### config.mk
export PLATFORM = sky130hd
export DESIGN_NAME = fvwo_cfg_flat
export DESIGN_NICKNAME = d
export VERILOG_FILES = /design/src/design/fvwo_pkg.sv /design/src/design/fvwo_ifs.sv /design/src/design/fvwo_cfg.sv /design/src/flat_wrapper.sv
export SDC_FILE = /design/constraint.sdc
export NUM_CORES = 1
export LEC_CHECK = 0
export BUFFER_PORTS_ARGS = -buffer_cell sky130_fd_sc_hd__buf_2
export CORE_UTILIZATION = 35
export DETAILED_ROUTE_END_ITERATION = 16
export GPL_TIMING_DRIVEN = 1
export SLEW_MARGIN = 20
export SYNTH_ARGS = -nofsm -noshare
export SYNTH_HDL_FRONTEND = slang
export SYNTH_SLANG_ARGS = --single-unit
### constraint.sdc
create_clock -name clk -period 1.6 [get_ports clk]
set_input_delay 0.32 -clock clk [delete_from_list [all_inputs] [get_ports clk]]
set_output_delay 0.32 -clock clk [all_outputs]
set_load 0.02 [all_outputs]
### src/design/fvwo_pkg.sv
// Shared types and constants of the four-voice wavetable oscillator mixer.
package fvwo_pkg;

  // Voice count and field widths
  localparam int VOICES         = 4;
  localparam int VOICE_BITS     = 2;
  localparam int ELEMENT_BITS   = 2;
  localparam int ADDRESS_BITS   = 8;
  localparam int VALUE_BITS     = 12;
  localparam int LEVEL_BITS     = 13;
  localparam int OUT_BITS       = 12;
  localparam int STEP_BITS      = 16;
  localparam int OFFSET_BITS    = 8;
  localparam int CFG_INDEX_BITS = 4;
  localparam int CFG_DATA_BITS  = 16;

  // Register map
  localparam logic [CFG_INDEX_BITS-1:0] REG_STEP_BASE   = 4'd0;
  localparam logic [CFG_INDEX_BITS-1:0] REG_OFFSET_BASE = 4'd4;
  localparam logic [CFG_INDEX_BITS-1:0] REG_COUNT       = 4'd8;

  // Command codes
  localparam logic CMD_TICK  = 1'b0;
  localparam logic CMD_WRITE = 1'b1;

  // Sequencer states
  typedef enum logic [1:0] {
    ST_IDLE,
    ST_RUN,
    ST_DRAIN
  } state_t;

  // Per-voice configuration
  typedef struct packed {
    logic [VOICES-1:0][STEP_BITS-1:0]   step;
    logic [VOICES-1:0][OFFSET_BITS-1:0] offset;
  } cfg_t;

endpackage

### src/design/fvwo_ifs.sv


interface fvwo_cfg_if;
  logic                                valid;
  logic                                ready;
  logic [fvwo_pkg::CFG_INDEX_BITS-1:0] index;
  logic [fvwo_pkg::CFG_DATA_BITS-1:0]  data;

  modport source (output valid, index, data, input ready);
  modport sink (input valid, index, data, output ready);
endinterface

### src/design/fvwo_cfg.sv
// Configuration register file: per-voice phase steps and table offsets.
module fvwo_cfg (
  input  logic              clk,
  input  logic              rst,
  fvwo_cfg_if.sink          cfg_ch,
  output fvwo_pkg::cfg_t    cfg
);

  fvwo_pkg::cfg_t regs;

  assign cfg_ch.ready = 1'b1;
  assign cfg          = regs;

  // Decode the index and store the word; drop writes beyond the map
  always_ff @(posedge clk) begin
    if (rst) begin
      regs <= '0;
    end else if (cfg_ch.valid) begin
      if (cfg_ch.index < fvwo_pkg::REG_OFFSET_BASE) begin
        regs.step[cfg_ch.index[fvwo_pkg::VOICE_BITS-1:0]] <= cfg_ch.data;
      end else if (cfg_ch.index < fvwo_pkg::REG_COUNT) begin
        regs.offset[cfg_ch.index[fvwo_pkg::VOICE_BITS-1:0]] <=
          cfg_ch.data[fvwo_pkg::OFFSET_BITS-1:0];
      end
    end
  end

endmodule

### src/flat_wrapper.sv
// flat-port wrapper written by rule: the top's interface ports become plain ports
module fvwo_cfg_flat 
  (clk, rst, cfg, cfg_ch_valid, cfg_ch_index, cfg_ch_data, cfg_ch_ready);
  fvwo_cfg_if cfg_ch_i ();
  input  logic clk;
  input  logic rst;
  output fvwo_pkg::cfg_t cfg;
  input wire logic [$bits(cfg_ch_i.valid)-1:0] cfg_ch_valid;
  input wire logic [$bits(cfg_ch_i.index)-1:0] cfg_ch_index;
  input wire logic [$bits(cfg_ch_i.data)-1:0] cfg_ch_data;
  output wire logic [$bits(cfg_ch_i.ready)-1:0] cfg_ch_ready;
  assign cfg_ch_i.valid = cfg_ch_valid;
  assign cfg_ch_i.index = cfg_ch_index;
  assign cfg_ch_i.data = cfg_ch_data;
  assign cfg_ch_ready = cfg_ch_i.ready;
  fvwo_cfg u_core (.clk(clk), .rst(rst), .cfg_ch(cfg_ch_i), .cfg(cfg));
endmodule
=== Word level (Yosys, flattened, before mapping) ===
Index checks and enable logic that the tools add are counted.

* Register bits: 96
* Bits of input ports: 23
* Output and inout port bits: 97

* $lt $le $gt $ge: 4
* Muxes and demuxes: 6
* Bitwise operators: 1
* Reductions and logical operators: 3

{| class="wikitable"
|+ Operators by type and width
! operator !! number
|-
| 64-bit bitwise mux || 1
|-
| 32-bit bitwise mux || 1
|-
| 16-bit demux with 2-bit select || 1
|-
| 8-bit demux with 2-bit select || 1
|-
| 16-bit 2-to-1 mux || 1
|-
| 8-bit 2-to-1 mux || 1
|-
| 4-bit by 3-bit less-than comparator with 1-bit output (second input constant) || 1
|-
| 4-bit less-than comparator (second input constant) || 1
|-
| 2-bit by 3-bit less-than comparator with 1-bit output (second input constant) || 1
|-
| 3-bit AND reduction || 1
|-
| 2-bit by 1-bit >= comparator with 1-bit output (second input constant) || 1
|-
| 2-bit AND reduction || 1
|-
| 1-bit logical AND || 1
|-
| 1-bit inverter || 1
|}

=== Logic depth before layout (Yosys ltp) ===
Gate-level depths: netlist (run 1).

* Word-level depth: 5
* Depth in mapped cells: 5
* Gate-level depth less buffers: 3

=== Worst setup path before layout (run 1) ===
OpenSTA, ideal clock, no wires.

* Path kind: input port to flip-flop
* From: input port cfg_ch_index[3]
* To: register u_core.regs (netlist bit u_core.cfg[84])
* Setup time: 0.072 ns
* Arrival time: 1.208 ns
* Data required time: 1.528 ns
* Slack: 0.320 ns
* Stages on the path: 5
* Path buffers: 2
* Cell sequence: nor3b_4 > and3_4 > buf_12 > buf_12 > mux2i_1

* Word-level cells in the longest chain between the ends: 2

{| class="wikitable"
|+ Ends and longest elaborated chain
! element !! line !! text
|-
| from (decl) || flat_wrapper.sv:9 || <nowiki>input wire logic [$bits(cfg_ch_i.index)-1:0] cfg_ch_index;</nowiki>
|-
| 4-bit by 3-bit less-than comparator with 1-bit output || fvwo_cfg.sv:19 || <nowiki>if (cfg_ch.index < fvwo_pkg::REG_OFFSET_BASE) begin</nowiki>
|-
| 2-bit AND reduction (no line) || - ||
|-
| to (decl) || fvwo_cfg.sv:9 || <nowiki>fvwo_pkg::cfg_t regs;</nowiki>
|}

No other way between the ends.
A chain may end at the register's enable or synchronous reset.

=== Final worst setup path (run 1) ===
* From: register u_core.regs (netlist bit u_core.cfg[2])
* To: output port cfg[2] (netlist name)

{| class="wikitable"
|+ RTL lines
! element !! line !! text
|-
| to (decl) || flat_wrapper.sv:7 || <nowiki>output fvwo_pkg::cfg_t cfg;</nowiki>
|}

No word-level cell between the ends.

==> results of run 1 <==
-- cells by family after synthesis --
kind of cell / share of synthesized area
AND/OR/NAND/NOR: 0.209
multiplexers: 0.249
flip-flops: 0.498
buffers and inverters: 0.0425
other: 0.000972
-- through the flow --
step | worst slack (ns) | power (mW) | hold WS [ns] | utilization
after CTS | 0.341 | 4.45 | 0.272 | 0.451
after floorplan | 0.320 | 2.70 | 0.541 | -
final | 0.366 | 4.39 | 0.284 | 0.451
after global placement | 0.144 | 2.81 | 0.455 | 0.432
after global routing | 0.314 | 4.57 | 0.285 | 0.451
after detailed placement | 0.110 | 2.81 | 0.463 | 0.432
-- routing by layer --
layer	part of all wire	vias to the layer above	routed length, µm
met4	0.011	0	97
met3	0.069	7	615
li1	-	1337	-
met1	0.48	1287	4310
met2	0.44	82	3880
met5	0	-	0
-- path summary, 6_finish.rpt --
kind / from / end / slack (ns) / cells past startpoint
hold reg to reg: u_core.cfg[64] / u_core.cfg[64] / 0.47 / 2
setup / recovery: u_core.cfg[2] / cfg[2] / 0.37 / 1
hold / removal: cfg_ch_data[12] / u_core.cfg[60] / 0.28 / 3
setup reg to reg: u_core.cfg[25] / u_core.cfg[25] / 0.97 / 2
-- cells in the final DEF, fill, tap and decap left out, drive strengths merged, types with 2 or more instances in the layout --
| master | count |
|---|---|
| buf | 124 |
| nand2b | 112 |
| mux2i | 96 |
| dfxtp | 96 |
| clkbuf | 10 |
| nand2 | 6 |
| clkinvlp | 2 |
| clkinv | 2 |
-- report_power, final --
| group | total (mW) | internal, mW | switching [mW] |
|---|---|---|---|
| sequential | 2.43 | 2.42 | 0.0160 |
| clock | 1.64 | 0.771 | 0.870 |
| combinational | 0.317 | 0.136 | 0.181 |
-- cell type report --
cell class	instances	area, µm²
clock buffers	10	138
clock inverters	6	67.6
fillers	1048	5770
multi-input cells	222	1770
flip-flops and latches	96	1920
well taps	136	170
repair buffers	124	673
==> flow_summary.ini, run 1 <==
[finish]
largest_reg_flops = 96
fin_area_mm2 = 0.00474
diodes = 0
nets = 476
drive_above_1_share = 0.328
area_growth_pct = 22.9
fin_cells = 594

[synth]
yosysSeqAreaShare = 0.498
synth_edf_count = 0
yosys_warnings = 0
ys_ff_latch = 96
synth_nets = 368
synth.top_cells.by_area = dfxtp_1 (50%), mux2i_1 (25%), nand2b_1 (18%)
synth_commonest_cells = nand2b_1 (112), dfxtp_1 (96), mux2i_1 (96)
syn_inst = 345
ys_async_sr_fraction = 0
synth_area_leader_cell = dfxtp_1
yosysTopAreaCellShare = 0.498
syn_area_mm2 = 0.00386
ys.flop_type = dfxtp_1
synthMostInstantiatedCell = nand2b_1
synth_cell_types = 18
syn_avg_cell_area_um2 = 11.2

[placement]
dpl.cell_count = 578
place_area_mm2 = 0.00454
routabilityCongestion = 0.705
port_buffers = 118
hpwl_mm = 6.20

[global_routing]
grtUsageTotal = 0.163
antenna_found_initial = 0
grt_start_max_net_pins = 36
use_met1 = 0.215
grt_pass1_wl_mm = 14.2
use_met3 = 0.0553
grt_overflow_total = 0
grt_pass1_vias = 2681
grt_busiest_layer = met2
met2_usage = 0.251

[clocking]
cts_sinks = 96
cts_root_buffer = clkbuf_8
hold_buffers = 0
clk_pin_slew_ns = 0.09
h-tree-depth = 3
post_cts_buffers = 0
cts_made_buffers = 9
post_cts_resized = 0
cts_tree = yes
cts_buffer_depth = 2
clkLatencyLatePin_ns = 0.37

[routing]
wl_per_cell_um = 15.0
drtIter0Drc = 89
drc = 0
antenna_left = 0
dr_total_vias = 2713
wirelength_mm = 8.90
firstDrtPassIters = 4
via_per_inst = 4.57

[power_and_ir_drop]
ir_drop_mv = 0.415
p_leak_nw = 2.55
cellPowerDensity_mw_per_mm2 = 926

[die]
start_util = 0.367
core_mm2 = 0.0105
die_y_um = 107
core.rowCount = 37
dieArea_mm2 = 0.0114
die_x_um = 107
pin_count = 120

[timing]
fmax_mhz = 810
setup_violations = 0
hold_violations = 0
period_needed_ns = 1.23
post-route-period-util = 0.771
clock_skew_ns = 0
grt_setup_unrepaired = no
slew_violations = 0
tns_ns = 0

[critical_path]
slowest_stage = dfxtp_1
crit_type = flip-flop to output pin
startpoint_type = flip-flop
path_max_fanout = 2
crit_chain = buf_2
crit_arrival_ns = 0.91
end_kind = output pin
crit_buf_inv = 1
cp_top_family = flip-flops
cp.required_ns = 1.28
critical-path-max-stage-delay_ns = 0.37

[min_path]
hp-class = input pin to flip-flop

[flow_run]
max-cap-violations = 0

[status]
outcome = finished clean
Power figures use the tool's default switching activity.
==> run 2: changes to the inputs <==
==> constraint.sdc (replaced) <==
create_clock -name clk -period 1.1 [get_ports clk]
set_input_delay 0.22 -clock clk [delete_from_list [all_inputs] [get_ports clk]]
set_output_delay 0.22 -clock clk [all_outputs]
set_load 0.02 [all_outputs]
==> run 2 against run 1 <==
Flip-flop and latch count unchanged; register-to-register slack got worse by 0.57 ns; final area increased by 9.4%; count of clock-buffer cells in the layout increased by 3; power increased by 40%; global-route usage increased by 0.28 points; utilization increased by 4.3 points; hold slack got worse by 0.081 ns; via count increased by 2.4%; die area unchanged; non-clock buffer count increased by 11; sequential share of layout area decreased by 1.7 points.
==> flow_summary.ini, run 2 (synthesis gave the netlist of run 1 again) <==
[timing]
slew_headroom = 0.659
hold_violations = 0
slew_violations = 0
worstMarginPinSlew_ns = 0.511
clock_skew_ns = 0
post-route-period-util = 0.969
period_needed_ns = 1.07
setup_ws_ns = 0.0341
tns_ns = 0
setup_violations = 0
fmax_mhz = 938

[critical_path]
reg2reg_slack_ns = 0.40
end_kind = output pin
rr_startpoint = u_core.cfg[82]
cp.required_ns = 0.88
crit_buf_inv = 1
startpoint_type = flip-flop
rr_endpoint = u_core.cfg[82]
crit_arrival_ns = 0.85
cp_top_family = flip-flops
reg2reg_depth = 3
crit_type = flip-flop to output pin
critical-path-max-stage-delay_ns = 0.34
slowest_stage = dfxtp_1
crit_chain = buf_4
path_max_fanout = 2

[placement]
routabilityCongestion = 0.719
dp_slack_ns = -0.208
place_area_mm2 = 0.00465
hpwl_mm = 6.40
port_buffers = 118

[routing]
wirelength_mm = 9.22
dr_total_vias = 2779
via_per_inst = 4.60
drc = 0
wl_per_cell_um = 15.3
antenna_left = 0
drtIter0Drc = 84
firstDrtPassIters = 4

[min_path]
whs_endpoint = u_core.cfg[63]
min_from = cfg_ch_data[15]
min_path_cells = 3
hp-class = input pin to flip-flop

[flow_run]
max-cap-violations = 0

[finish]
fill_cells = 993
seq_area_mm2 = 0.00201
nets = 487
fin_area_mm2 = 0.00519
layout_commonest_cell = nand2b_1
final_util = 0.494
area_growth_pct = 34.5
drive_above_1_share = 0.496
multi_input_area_mm2 = 0.00177
final_cell_mix = nand2b_1 (112), buf_4 (97), mux2i_1 (96), dfxtp_2 (74), buf_2 (24)
largest_reg_flops = 96
diodes = 0

[clocking]
cts_sinks = 96
h-tree-depth = 3
cts_tree = yes
hold_buffers = 0
clkLatencyLatePin_ns = 0.35
cts_made_buffers = 9
cts_root_buffer = clkbuf_8
clk_pin_slew_ns = 0.09
cts_buffer_depth = 2

[die]
core_mm2 = 0.0105
start_util = 0.367
die_y_um = 107
core.rowCount = 37
die_x_um = 107
pin_count = 120
dieArea_mm2 = 0.0114

[power_and_ir_drop]
p_total_mw = 6.16
p_leak_nw = 2.64
ir_drop_mv = 0.480
cellPowerDensity_mw_per_mm2 = 1190

[global_routing]
grt_pass1_wl_mm = 14.4
grt_start_max_net_pins = 35
grt_pass1_vias = 2712
grt_overflow_total = 0
grtUsageTotal = 0.166
antenna_found_initial = 0

[status]
outcome = finished clean
==> run 2: cell count changes in the layout (fill, tap and decap cells not counted), sizes merged <==
cell    previous run  this run
clkbuf            10        13
bufinv             1         0
buf              124       135
clkinv             2         0
inv                1         0
==> run 2: layer usage <==
metal,share of wire,track usage,vias up
li1,-,-,1363
met2,0.46,0.261,84
met5,0,0,-
met3,0.052,0.0389,12
met1,0.48,0.218,1320
met4,0.016,0.0665,0
==> run 2: worst max path at each step <==
stage | from | endpoint | slack, ns | depth (start not counted)
6_report | u_core.cfg[70] | cfg[70] | 0.03 | 1
3_3_place_gp | cfg_ch_index[3] | u_core.cfg[84] | -0.18 | 5
5_1_grt | u_core.cfg[5] | cfg[5] | -0.005 | 1
4_1_cts | u_core.cfg[76] | cfg[76] | 0.0001 | 1
2_1_floorplan | cfg_ch_index[3] | u_core.cfg[84] | -0.08 | 5
3_5_place_dp | cfg_ch_index[3] | u_core.cfg[85] | -0.21 | 5
==> run 2: repair_timing <==
action	4_1_cts	5_1_grt
hold endpoints to repair	0	0
buffers inserted	0	1
setup endpoints to repair	57	82
gates resized for setup	71	106
==> run 2: power breakdown <==
| group | total, mW | internal (mW) | switching, mW |
|---|---|---|---|
| registers | 3.55 | 3.52 | 0.0269 |
| logic | 0.509 | 0.241 | 0.268 |
| clock network | 2.10 | 0.937 | 1.17 |
| total | 6.16 | 4.70 | 1.46 |
==> run 2: area by class of cell <==
class                           instances  share of cell area
Timing Repair Buffer                  135               0.204
Multi-Input combinational cell        222               0.341
Sequential cell                        96               0.388
Clock inverter                          2             0.00289
Clock buffer                           13              0.0306
Tap cell                              136              0.0328
==> run 2: metrics by stage <==
step / hold slack [ns] / cells
4_1_cts: 0.195 / 603
3_5_place_dp: 0.460 / 588
5_1_grt: 0.209 / 604
3_3_place_gp: 0.457 / 588
2_1_floorplan: 0.441 / 345
6_report: 0.204 / 604
